File: config.mk
export PLATFORM = sky130hd
export DESIGN_NAME = ft8_free_text_decoder_flat
export DESIGN_NICKNAME = d
export VERILOG_FILES = /design/src/design/ftd_pkg.sv /design/src/design/ftd_if.sv /design/src/design/ftd_datapath.sv /design/src/design/ftd_controller.sv /design/src/design/ft8_free_text_decoder.sv /design/src/flat_wrapper.sv
export VERILOG_INCLUDE_DIRS = /design/src /design/src/design
export SDC_FILE = /design/constraint.sdc
export NUM_CORES = 1
export LEC_CHECK = 0
export BUFFER_PORTS_ARGS = -buffer_cell sky130_fd_sc_hd__buf_2
export CAP_MARGIN = 25
export CORE_MARGIN = 2
export CORE_UTILIZATION = 31
export CTS_BUF_LIST = sky130_fd_sc_hd__clkbuf_8
export DETAILED_ROUTE_END_ITERATION = 8
export PLACE_DENSITY = 0.45
export RECOVER_POWER = 100
export SLEW_MARGIN = 25
export SYNTH_ARGS = -nofsm -noshare
export SYNTH_HDL_FRONTEND = slang
export SYNTH_SLANG_ARGS = --single-unit
export TNS_END_PERCENT = 30
File: constraint.sdc
create_clock -name clk_i -period 12.8 [get_ports clk_i]
set_input_delay 2.56 -clock clk_i [delete_from_list [all_inputs] [get_ports clk_i]]
set_output_delay 2.56 -clock clk_i [all_outputs]
set_load 0.01 [all_outputs]
File: src/design/ft8_free_text_decoder_macros.svh
// assertion macros for the ft8 free-text decoder
`ifndef FT8_FREE_TEXT_DECODER_MACROS_SVH
`define FT8_FREE_TEXT_DECODER_MACROS_SVH

// same-cycle implication, disabled during reset
`define FTD_ASSERT_NOW(lbl, clk, rstn, ante, cons) \
  lbl: assert property (@(posedge clk) disable iff (!(rstn)) (ante) |-> (cons)) \
    else $error("ftd assertion failed");

// next-cycle implication, disabled during reset
`define FTD_ASSERT_NEXT(lbl, clk, rstn, ante, cons) \
  lbl: assert property (@(posedge clk) disable iff (!(rstn)) (ante) |=> (cons)) \
    else $error("ftd assertion failed");

`endif

File: src/design/ftd_pkg.sv
// types, constants and the symbol table of the ft8 free-text decoder
`default_nettype none

package ftd_pkg;

  localparam int HIGH_W = 7;
  localparam int LOW_W = 64;
  localparam int CHAR_W = 7;
  localparam int POS_W = 4;
  localparam int DIGIT_W = 6;
  localparam int REM_W = 7;
  localparam int STEP_BITS = 8;
  localparam int STEPS_PER_DIGIT = 9;
  localparam int WORK_W = STEP_BITS * STEPS_PER_DIGIT;
  localparam int STEP_CNT_W = 4;

  typedef logic [HIGH_W-1:0] high_t;
  typedef logic [LOW_W-1:0] low_t;
  typedef logic [CHAR_W-1:0] char_t;
  typedef logic [POS_W-1:0] pos_t;
  typedef logic [DIGIT_W-1:0] digit_t;
  typedef logic [REM_W-1:0] rem_t;
  typedef logic [WORK_W-1:0] work_t;
  typedef logic [STEP_BITS-1:0] qbyte_t;
  typedef logic [STEP_CNT_W-1:0] step_cnt_t;

  localparam rem_t RADIX = 7'd42;
  localparam step_cnt_t LAST_STEP = 4'(STEPS_PER_DIGIT - 1);

  localparam char_t ASCII_SPACE = 7'd32;
  localparam char_t ASCII_ZERO = 7'd48;
  localparam char_t ASCII_A = 7'd65;
  localparam char_t ASCII_PLUS = 7'd43;
  localparam char_t ASCII_MINUS = 7'd45;
  localparam char_t ASCII_DOT = 7'd46;
  localparam char_t ASCII_SLASH = 7'd47;
  localparam char_t ASCII_QMARK = 7'd63;

  localparam digit_t DIG_FIRST_NUM = 6'd1;
  localparam digit_t DIG_LAST_NUM = 6'd10;
  localparam digit_t DIG_FIRST_LET = 6'd11;
  localparam digit_t DIG_LAST_LET = 6'd36;
  localparam digit_t DIG_PLUS = 6'd37;
  localparam digit_t DIG_MINUS = 6'd38;
  localparam digit_t DIG_DOT = 6'd39;
  localparam digit_t DIG_SLASH = 6'd40;
  localparam digit_t DIG_QMARK = 6'd41;

  // controller to datapath commands
  typedef struct packed {
    logic load;
    logic step;
    logic store;
    logic emit;
    pos_t idx;
  } cmd_t;

  function automatic char_t symbol_of(input digit_t d);
    char_t c;
    c = ASCII_SPACE;
    priority if (d >= DIG_FIRST_NUM && d <= DIG_LAST_NUM) begin
      c = ASCII_ZERO + char_t'(d - DIG_FIRST_NUM);
    end else if (d >= DIG_FIRST_LET && d <= DIG_LAST_LET) begin
      c = ASCII_A + char_t'(d - DIG_FIRST_LET);
    end else if (d == DIG_PLUS) begin
      c = ASCII_PLUS;
    end else if (d == DIG_MINUS) begin
      c = ASCII_MINUS;
    end else if (d == DIG_DOT) begin
      c = ASCII_DOT;
    end else if (d == DIG_SLASH) begin
      c = ASCII_SLASH;
    end else if (d == DIG_QMARK) begin
      c = ASCII_QMARK;
    end else begin
      c = ASCII_SPACE;
    end
    return c;
  endfunction

endpackage

`default_nettype wire

File: src/design/ftd_if.sv
// payload channel interfaces of the ft8 free-text decoder
`default_nettype none

interface ftd_in_if;
  logic valid;
  logic ready;
  ftd_pkg::high_t text_high;
  ftd_pkg::low_t text_low;

  modport source (output valid, output text_high, output text_low, input ready);
  modport sink (input valid, input text_high, input text_low, output ready);
endinterface

interface ftd_out_if;
  logic valid;
  logic ready;
  ftd_pkg::char_t char_code;
  ftd_pkg::pos_t char_position;
  logic outside_text;
  logic last_char;

  modport source (output valid, output char_code, output char_position,
                  output outside_text, output last_char, input ready);
  modport sink (input valid, input char_code, input char_position,
                input outside_text, input last_char, output ready);
endinterface

`default_nettype wire

File: src/design/ftd_datapath.sv
// datapath: divide-by-42 shift unit, digit store, trim tracking, output register
`default_nettype none

module ftd_datapath #(
  parameter int NUM_CHARS = 13,
  parameter int IDX_W = 4
) (
  input  wire logic            clk_i,
  input  wire ftd_pkg::cmd_t   cmd_i,
  input  wire ftd_pkg::high_t  text_high_i,
  input  wire ftd_pkg::low_t   text_low_i,
  output ftd_pkg::char_t       char_code_o,
  output ftd_pkg::pos_t        char_position_o,
  output logic                 outside_text_o,
  output logic                 last_char_o
);

  localparam logic [IDX_W-1:0] LastIdx = IDX_W'(NUM_CHARS - 1);

  ftd_pkg::work_t  work_q, work_d;
  ftd_pkg::rem_t   rem_q, rem_d;
  ftd_pkg::qbyte_t qbyte;
  ftd_pkg::digit_t digit_store [NUM_CHARS];
  logic            any_nz_q;
  logic [IDX_W-1:0] first_q, last_q;
  logic [IDX_W-1:0] idx;
  ftd_pkg::char_t  char_code_q;
  ftd_pkg::pos_t   char_position_q;
  logic            outside_q, last_char_q;

  assign idx = cmd_i.idx[IDX_W-1:0];

  // eight restoring steps on the top byte of the work word
  always_comb begin
    ftd_pkg::rem_t r;
    r = rem_q;
    qbyte = '0;
    for (int k = ftd_pkg::STEP_BITS - 1; k >= 0; k--) begin
      r = {r[ftd_pkg::REM_W-2:0], work_q[ftd_pkg::WORK_W - ftd_pkg::STEP_BITS + k]};
      if (r >= ftd_pkg::RADIX) begin
        r = r - ftd_pkg::RADIX;
        qbyte[k] = 1'b1;
      end
    end
    rem_d = r;
    work_d = {work_q[ftd_pkg::WORK_W-ftd_pkg::STEP_BITS-1:0], qbyte};
  end

  always_ff @(posedge clk_i) begin
    if (cmd_i.load) begin
      work_q <= {1'b0, text_high_i, text_low_i};
      rem_q <= '0;
      any_nz_q <= 1'b0;
    end else if (cmd_i.step) begin
      work_q <= work_d;
      rem_q <= cmd_i.store ? '0 : rem_d;
      if (cmd_i.store) begin
        digit_store[idx] <= rem_d[ftd_pkg::DIGIT_W-1:0];
        // digits arrive rightmost first
        if (rem_d != '0) begin
          first_q <= idx;
          if (!any_nz_q) begin
            last_q <= idx;
          end
          any_nz_q <= 1'b1;
        end
      end
    end
  end

  always_ff @(posedge clk_i) begin
    if (cmd_i.emit) begin
      char_code_q <= ftd_pkg::symbol_of(digit_store[idx]);
      char_position_q <= cmd_i.idx;
      outside_q <= !any_nz_q || (idx < first_q) || (idx > last_q);
      last_char_q <= (idx == LastIdx);
    end
  end

  assign char_code_o = char_code_q;
  assign char_position_o = char_position_q;
  assign outside_text_o = outside_q;
  assign last_char_o = last_char_q;

endmodule

`default_nettype wire

File: src/design/ftd_controller.sv
// controller: sequences load, digit extraction and character output
`default_nettype none

module ftd_controller #(
  parameter int NUM_CHARS = 13
) (
  input  wire logic          clk_i,
  input  wire logic          rst_ni,
  input  wire logic          in_valid_i,
  output logic               in_ready_o,
  output logic               out_valid_o,
  input  wire logic          out_ready_i,
  output ftd_pkg::cmd_t      cmd_o
);

  typedef enum logic [1:0] {
    ST_IDLE,
    ST_DIVIDE,
    ST_EMIT
  } state_e;

  localparam ftd_pkg::pos_t LastPos = ftd_pkg::pos_t'(NUM_CHARS - 1);

  state_e              state_q;
  ftd_pkg::step_cnt_t  step_q;
  ftd_pkg::pos_t       idx_q;
  logic                out_valid_q;
  logic                emit;
  logic                in_xact;

  assign in_ready_o = (state_q == ST_IDLE);
  assign in_xact = in_valid_i && in_ready_o;
  assign emit = (state_q == ST_EMIT) && (!out_valid_q || out_ready_i);
  assign out_valid_o = out_valid_q;

  always_comb begin
    cmd_o = '0;
    cmd_o.load = in_xact;
    cmd_o.step = (state_q == ST_DIVIDE);
    cmd_o.store = (state_q == ST_DIVIDE) && (step_q == ftd_pkg::LAST_STEP);
    cmd_o.emit = emit;
    cmd_o.idx = idx_q;
  end

  always_ff @(posedge clk_i or negedge rst_ni) begin
    if (!rst_ni) begin
      state_q <= ST_IDLE;
      step_q <= '0;
      idx_q <= '0;
      out_valid_q <= 1'b0;
    end else begin
      if (emit) begin
        out_valid_q <= 1'b1;
      end else if (out_ready_i) begin
        out_valid_q <= 1'b0;
      end
      unique case (state_q)
        ST_IDLE: begin
          if (in_xact) begin
            state_q <= ST_DIVIDE;
            step_q <= '0;
            idx_q <= LastPos;
          end
        end
        ST_DIVIDE: begin
          if (step_q == ftd_pkg::LAST_STEP) begin
            step_q <= '0;
            if (idx_q == '0) begin
              state_q <= ST_EMIT;
            end else begin
              idx_q <= idx_q - 1'b1;
            end
          end else begin
            step_q <= step_q + 1'b1;
          end
        end
        ST_EMIT: begin
          if (emit) begin
            if (idx_q == LastPos) begin
              state_q <= ST_IDLE;
              idx_q <= '0;
            end else begin
              idx_q <= idx_q + 1'b1;
            end
          end
        end
        default: begin
          state_q <= ST_IDLE;
        end
      endcase
    end
  end

endmodule

`default_nettype wire

File: src/design/ft8_free_text_decoder.sv
// top level of the ft8 free-text decoder
//
//   channel  dir  payload                                       transaction
//   in_i     in   text_high[6:0], text_low[63:0]                valid && ready
//   out_o    out  char_code, char_position, outside_text,        valid && ready
//                 last_char
//
// each character of a payload is one full division in the divide-by-42 shift unit
// (8 quotient bits a cycle over a 72-bit word); the characters then go into the
// output register one per cycle while the output does not stall. output stalls
// hold the sequencer in the emit phase; a new payload is taken once the last
// character is registered.
// reset is asynchronous, active low, and clears the controller only.
`default_nettype none
`include "ft8_free_text_decoder_macros.svh"

module ft8_free_text_decoder #(
  parameter int NUM_CHARS = 13
) (
  input  wire logic     clk_i,
  input  wire logic     rst_ni,
  ftd_in_if.sink        in_i,
  ftd_out_if.source     out_o
);

  localparam int IdxW = (NUM_CHARS > 1) ? $clog2(NUM_CHARS) : 1;
  localparam ftd_pkg::pos_t LastPos = ftd_pkg::pos_t'(NUM_CHARS - 1);

  ftd_pkg::cmd_t cmd;

  ftd_controller #(
    .NUM_CHARS (NUM_CHARS)
  ) u_ctrl (
    .clk_i       (clk_i),
    .rst_ni      (rst_ni),
    .in_valid_i  (in_i.valid),
    .in_ready_o  (in_i.ready),
    .out_valid_o (out_o.valid),
    .out_ready_i (out_o.ready),
    .cmd_o       (cmd)
  );

  ftd_datapath #(
    .NUM_CHARS (NUM_CHARS),
    .IDX_W     (IdxW)
  ) u_dp (
    .clk_i           (clk_i),
    .cmd_i           (cmd),
    .text_high_i     (in_i.text_high),
    .text_low_i      (in_i.text_low),
    .char_code_o     (out_o.char_code),
    .char_position_o (out_o.char_position),
    .outside_text_o  (out_o.outside_text),
    .last_char_o     (out_o.last_char)
  );

  `FTD_ASSERT_NEXT(a_busy_after_load, clk_i, rst_ni, in_i.valid && in_i.ready, !in_i.ready)
  `FTD_ASSERT_NOW(a_idle_only_last_pending, clk_i, rst_ni,
                  in_i.ready && out_o.valid, out_o.last_char)
  `FTD_ASSERT_NOW(a_last_matches_pos, clk_i, rst_ni, out_o.valid,
                  out_o.last_char == (out_o.char_position == LastPos))
  `FTD_ASSERT_NOW(a_no_step_while_emit, clk_i, rst_ni, cmd.emit, !cmd.step && !cmd.load)

endmodule

`default_nettype wire
File: src/flat_wrapper.sv
// flat-port wrapper written by rule: the top's interface ports become plain ports
module ft8_free_text_decoder_flat 
#(
  parameter int NUM_CHARS = 13
)
  (clk_i, rst_ni, in_i_valid, in_i_text_high, in_i_text_low, in_i_ready, out_o_valid, out_o_char_code, out_o_char_position, out_o_outside_text, out_o_last_char, out_o_ready);
  ftd_in_if in_i_i ();
  ftd_out_if out_o_i ();
  input  wire logic clk_i;
  input  wire logic rst_ni;
  input wire logic [$bits(in_i_i.valid)-1:0] in_i_valid;
  input wire logic [$bits(in_i_i.text_high)-1:0] in_i_text_high;
  input wire logic [$bits(in_i_i.text_low)-1:0] in_i_text_low;
  output wire logic [$bits(in_i_i.ready)-1:0] in_i_ready;
  output wire logic [$bits(out_o_i.valid)-1:0] out_o_valid;
  output wire logic [$bits(out_o_i.char_code)-1:0] out_o_char_code;
  output wire logic [$bits(out_o_i.char_position)-1:0] out_o_char_position;
  output wire logic [$bits(out_o_i.outside_text)-1:0] out_o_outside_text;
  output wire logic [$bits(out_o_i.last_char)-1:0] out_o_last_char;
  input wire logic [$bits(out_o_i.ready)-1:0] out_o_ready;
  assign in_i_i.valid = in_i_valid;
  assign in_i_i.text_high = in_i_text_high;
  assign in_i_i.text_low = in_i_text_low;
  assign in_i_ready = in_i_i.ready;
  assign out_o_valid = out_o_i.valid;
  assign out_o_char_code = out_o_i.char_code;
  assign out_o_char_position = out_o_i.char_position;
  assign out_o_outside_text = out_o_i.outside_text;
  assign out_o_last_char = out_o_i.last_char;
  assign out_o_i.ready = out_o_ready;
  ft8_free_text_decoder #(.NUM_CHARS(NUM_CHARS)) u_core (.clk_i(clk_i), .rst_ni(rst_ni), .in_i(in_i_i), .out_o(out_o_i));
endmodule
==> results_dict.tcl, run 1 <==
set metrics [dict create \
    status "finished with violations" \
    violations "capacitance limit, slew limit" \
    dr.pass1.iters 4 \
    clk_latency_ps 490 \
    end_kind "flip-flop" \
    gr-usage-all-layers 0.1557 \
    async_reset_ff_frac 0.05820 \
    ctsLongestPathBuffers 2 \
    drtIter0Drc 400 \
    drt_wl_total_mm 27.10 \
    cts_made_buffers 17 \
    required_ps 13030 \
    cts_setup_buffers 0 \
    path_max_fanout 9 \
    gp_congestion 0.8236 \
    ys_warn_count 0 \
    antenna_found_initial 6 \
    dpl.hpwl_mm 18.62 \
    hold_path.startpoint "u_core.u_dp.any_nz_q$_SDFFE_PP0P_" \
    hold_viol_final 0 \
    die_y_um 188.8 \
    ioPinCount 90 \
    die-area_um2 35650 \
    seq_area_um2 5540 \
    portBuffers 89 \
    postRouteAntennaNets 0 \
    min_period_ps 11720 \
    grt_first_pass_wirelength_mm 43.21 \
    nets 1169 \
    crit_path_start_kind "flip-flop" \
    synth_fp_nets 1091 \
    synth_edf_count 170 \
    worstReg2RegStart "u_core.u_dp.rem_q[0]$_SDFFE_PP0P_" \
    final_common_cell "nand2_1" \
    clock-root-buffer "clkbuf_8" \
    critPathSlowestCell "or4_1" \
    cts_tree "done" \
    synth-main-ff-cell "edfxtp_1" \
    via_per_inst 5.131 \
    syn-cell-area_um2 10590 \
    setup-tns-final_ps 0 \
    rsz0062_at_grt "no" \
    startpoint "u_core.u_dp.rem_q[0]$_SDFFE_PP0P_" \
    report.final.slew_viol_count 282 \
    syn_avg_cell_area_um2 10.76 \
    first_global_vias 7734 \
    final_layout_size_suffix_gt1_frac 0.1684 \
    setup_violations 0 \
    crit_type "reg -> reg" \
    slowest_delay_ps 540 \
    fill_cells 3408 \
    overflow 0 \
    netlist_instances 984 \
    multiInputGateArea_um2 4751 \
    critPathArrivalTime_ps 11950 \
    max_freq_ghz 0.08529 \
    synth.distinct_cells 91 \
    wl_per_cell_um 17.74 \
    syn2layout_area_growth_pct 12.51 \
    hold_buffers 0 \
    skew_ps 14.72 \
    worstMarginPinSlew_ps 3941 \
    die_w_um 188.8 \
    ys_seq_elements 189 \
    drcViolationCount 0 \
    clk_pin_slew_ps 110 \
    post-route-period-util 0.9160 \
    start_util 0.3150 \
    num_rows 67 \
    ctsResizeCount 0 \
    num_vias 7840 \
    hold_path.class "reg -> reg" \
    cts_sinks 189 \
    crit_top_cell "ha_1" \
    grt_max_degree 75 \
    drv_cap 5 \
    core-area_um2 33620 \
    slew_headroom -1.627 \
    htreeDepth 4 \
    ys_seq_area_frac 0.5232 \
    layout_common_cells "nand2_1 (238), edfxtp_1 (170), buf_2 (72)" \
]
-- layout make-up --
cell class              count  area share
flip-flops and latches    189      0.4650
clock buffers              17     0.01964
clock inverters            15     0.01586
inverters                  41     0.01292
diodes                      5    0.001050
multi-input cells         712      0.3988
well taps                 448     0.04705
repair buffers            101     0.03970
-- through the flow --
stage / hold WS (ps) / area, µm² / setup WS (ps) / utilization / std cells
detailed placement: 497.2 / 11520 / 860.4 / 0.3426 / 1491
CTS: 522.2 / 11940 / 801.5 / 0.3552 / 1523
finish: 520.0 / 11910 / 1075 / 0.3544 / 1528
floorplan: 456.4 / 10590 / 2788 / - / 984
global placement: 496.4 / 11510 / 1237 / 0.3425 / 1491
global route: 534.1 / 11900 / 19.69 / 0.3540 / 1523
-- metal layers --
layer / share of wire / routed length (µm) / track usage
met1: 0.48 / 12910 / 0.2095
met2: 0.45 / 12280 / 0.2467
met3: 0.058 / 1568 / 0.04340
met4: 0.011 / 305 / 0.04087
met5: 0.0014 / 39 / 0
-- kinds of logic (layout without fill, tap and decap cells) --
| logic type | count (synthesis) | in the layout | synth area share |
|---|---|---|---|
| compound gates | 196 | 196 | 0.1387 |
| other cells | 0 | 5 | 0 |
| flops | 189 | 189 | 0.5232 |
| simple gates | 420 | 420 | 0.1817 |
| xor+xnor | 9 | 9 | 0.008154 |
| buf+inv | 83 | 174 | 0.03107 |
| fa+ha+maj | 32 | 32 | 0.03781 |
| mux | 55 | 55 | 0.07928 |
-- critical path, delay by kind of cell (launching register included) --
kind / cells / cell delay (ps)
multiplexers: 1 / 380
flip-flops: 1 / 490
adder cells (fa/ha/maj): 7 / 2110
AO/OA/AOI/OAI: 13 / 3230
buffers and inverters: 4 / 440
AND/OR/NAND/NOR: 16 / 3950
XOR/XNOR: 3 / 890
-- synthesized netlist by cell type, types with 6 or more instances --
cell type / number / area share
and3_1: 7 / 0.0041
nand4_1: 8 / 0.0047
o21ai_1: 8 / 0.0038
nand2_1: 238 / 0.084
dfxtp_1: 8 / 0.015
o21ai_0: 33 / 0.016
a22o_1: 9 / 0.0074
a211oi_1: 11 / 0.0078
edfxtp_1: 170 / 0.48
xnor2_1: 8 / 0.0066
nor3_1: 11 / 0.0052
inv_1: 40 / 0.014
nand3_1: 21 / 0.0099
o211ai_1: 6 / 0.0043
nor4_1: 10 / 0.0059
or2_2: 8 / 0.0047
nand2b_1: 9 / 0.0053
nor2_1: 57 / 0.020
nor2b_1: 7 / 0.0041
dfrtp_1: 11 / 0.026
clkbuf_1: 31 / 0.011
mux2i_1: 18 / 0.017
mux4_2: 21 / 0.045
or3_1: 11 / 0.0065
and2_1: 7 / 0.0041
ha_1: 32 / 0.038
mux2_2: 14 / 0.015
o31ai_1: 8 / 0.0057
a21oi_1: 30 / 0.014
o21a_1: 7 / 0.0050
-- final timing paths --
| path | slack (ps) | cells after the start | endpoint |
|---|---|---|---|
| max | 1080 | 44 | u_core.u_dp.first_q[0]$_DFFE_PP_ |
| min | 520 | 1 | u_core.u_dp.any_nz_q$_SDFFE_PP0P_ |
| max reg2reg | 1080 | 44 | u_core.u_dp.first_q[0]$_DFFE_PP_ |
| min reg2reg | 520 | 1 | u_core.u_dp.any_nz_q$_SDFFE_PP0P_ |
| max in group asynchronous | 10330 | 1 | u_core.u_ctrl.idx_q[1]$_DFFE_PN0P_ |
| min in group asynchronous | 2060 | 1 | u_core.u_ctrl.step_q[0]$_DFFE_PN0P_ |
-- state kept, by name, summed over array words and instances, names as in the netlist --
register / count
u_core.u_dp.char_code_o: 7
u_core.u_ctrl.step_q: 4
u_core.u_ctrl.out_valid_o: 1
u_core.u_dp.last_char_o: 1
u_core.u_dp.char_position_o: 4
u_core.u_ctrl.idx_q: 4
u_core.u_dp.first_q: 4
u_core.u_dp.work_q: 72
u_core.u_dp.outside_text_o: 1
u_core.u_dp.digit_store: 78
u_core.u_ctrl.state_q: 2
u_core.u_dp.last_q: 4
u_core.u_dp.rem_q: 6
u_core.u_dp.any_nz_q: 1
Power of run 1 is left out: the tool's default activity adds up to more than one toggle a clock period on the data nets, which glitch-free logic cannot reach.
==> run 2: changes to the inputs <==
Settings changed: REMOVE_ABC_BUFFERS set to 1.
==> results_dict.tcl, run 2 (synthesized netlist as in run 1, its figures left out) <==
set metrics [dict create \
    core-area_um2 33620 \
    layout_common_cells "nand2_1 (238), edfxtp_1 (170), buf_2 (72)" \
    first_global_vias 7728 \
    cts_tree "done" \
    crit_top_cell "ha_1" \
    nets 1171 \
    antenna_found_initial 0 \
    path_max_fanout 9 \
    gp_congestion 0.7983 \
    status "finished with violations" \
    grt_first_pass_wirelength_mm 40.97 \
    via_per_inst 5.096 \
    final_common_cell "nand2_1" \
    reg2reg_depth 44 \
    critPathSlowestCell "dfxtp_1" \
    postRouteAntennaNets 0 \
    end_kind "flip-flop" \
    setup-tns-final_ps 0 \
    slew_headroom -1.805 \
    cts_sinks 189 \
    rsz0062_at_grt "no" \
    hold_path.startpoint "u_core.u_ctrl.idx_q[1]$_DFFE_PN0P_" \
    startpoint "u_core.u_dp.rem_q[0]$_SDFFE_PP0P_" \
    r2r_end "u_core.u_dp.first_q[0]$_DFFE_PP_" \
    drv_cap 5 \
    post-route-period-util 0.9161 \
    drtIter0Drc 449 \
    top_register "u_core.u_dp.digit_store" \
    slowest_delay_ps 490 \
    start_util 0.3150 \
    hold_viol_final 0 \
    worstMarginPinSlew_ps 4207 \
    final_layout_size_suffix_gt1_frac 0.1664 \
    holdPathStages 0 \
    crit_path_start_kind "flip-flop" \
    design_area_um2 11910 \
    dr.pass1.iters 5 \
    drcViolationCount 0 \
    die_w_um 188.8 \
    die_y_um 188.8 \
    dpl.hpwl_mm 17.22 \
    ioPinCount 90 \
    clock-root-buffer "clkbuf_8" \
    grt_max_degree 77 \
    largest_register_ff_count 78 \
    hold_path.class "reg -> reg" \
    wl_per_cell_um 16.58 \
    num_rows 67 \
    die-area_um2 35650 \
    required_ps 13020 \
    violations "capacitance limit, slew limit" \
    cts_made_buffers 17 \
    skew_ps 17.12 \
    portBuffers 89 \
    whs_endpoint "u_core.u_dp.first_q[1]$_DFFE_PP_" \
    fill_cells 3396 \
    min_period_ps 11730 \
    syn2layout_area_growth_pct 12.47 \
    report.final.slew_viol_count 283 \
    clk_pin_slew_ps 100 \
    ctsLongestPathBuffers 2 \
    clk_latency_ps 480 \
    diodes 0 \
    timing.hold.ws_ps 499.8 \
    overflow 0 \
    max_freq_ghz 0.08528 \
    worstReg2RegStart "u_core.u_dp.rem_q[0]$_SDFFE_PP0P_" \
    place_area_um2 11530 \
    num_vias 7767 \
    ff2ff_setup_slack_ps 1070 \
    crit_type "reg -> reg" \
    gr-usage-all-layers 0.1462 \
    critPathArrivalTime_ps 11950 \
    drt_wl_total_mm 25.27 \
    setup_violations 0 \
    htreeDepth 4 \
]
run 2: cell type report:
cell class,instances,area [µm²],area share
Clock buffer,17,234.0,0.01965
Clock inverter,14,182.7,0.01534
Inverter,41,155.1,0.01303
Multi-Input combinational cell,712,4752,0.3990
Sequential cell,189,5540,0.4652
Tap cell,448,560.5,0.04707
Timing Repair Buffer,103,484.2,0.04066
run 2: routing by layer:
layer  vias up  share of wire  wire length [µm]  global-route usage
met5         -              0                 0                   0
met4         0          0.014               366             0.04507
met3        26          0.035               878             0.02459
met2       154           0.51             12780              0.2561
met1      3756           0.44             11240              0.1842
li1       3831              -                 -                   -
run 2: per-stage QoR:
stage            util  instances  setup slack [ps]
5_1_grt        0.3543       1524             3.339
3_3_place_gp   0.3429       1492              1231
4_1_cts        0.3553       1523             794.7
6_report       0.3543       1524              1074
3_5_place_dp   0.3429       1492             850.6
2_1_floorplan       -        942              2779
run 2: worst max-delay path, delay by kind of cell (launching register included):
kind,cells,cell delay [ps]
and+or+nand+nor,13,2800
AOI/OAI and AO/OA,16,4640
buffers and inverters,4,430
DFF,1,490
adders and majority gates,7,2020
xor gates and xnor gates,3,720
muxes,1,350
run 2: repair_timing:
action	4_1_cts	5_1_grt
buffers inserted	0	0
gates resized for setup	0	3
hold buffers	0	0
endpoints found under the hold margin	0	0
setup endpoints to repair	0	50
run 2: worst max-delay path by stage:
stage | end | slack, ps | cells past startpoint
2_1_floorplan | u_core.u_dp.digit_store[0][1]$_DFFE_PP_ | 2780 | 42
3_3_place_gp | u_core.u_dp.digit_store[8][3]$_DFFE_PP_ | 1230 | 43
3_5_place_dp | u_core.u_dp.digit_store[8][1]$_DFFE_PP_ | 850 | 43
4_1_cts | u_core.u_dp.digit_store[8][1]$_DFFE_PP_ | 790 | 43
5_1_grt | u_core.u_dp.digit_store[8][1]$_DFFE_PP_ | 3 | 43
6_report | u_core.u_dp.first_q[0]$_DFFE_PP_ | 1070 | 44
Power of run 2 is left out for the same reason.
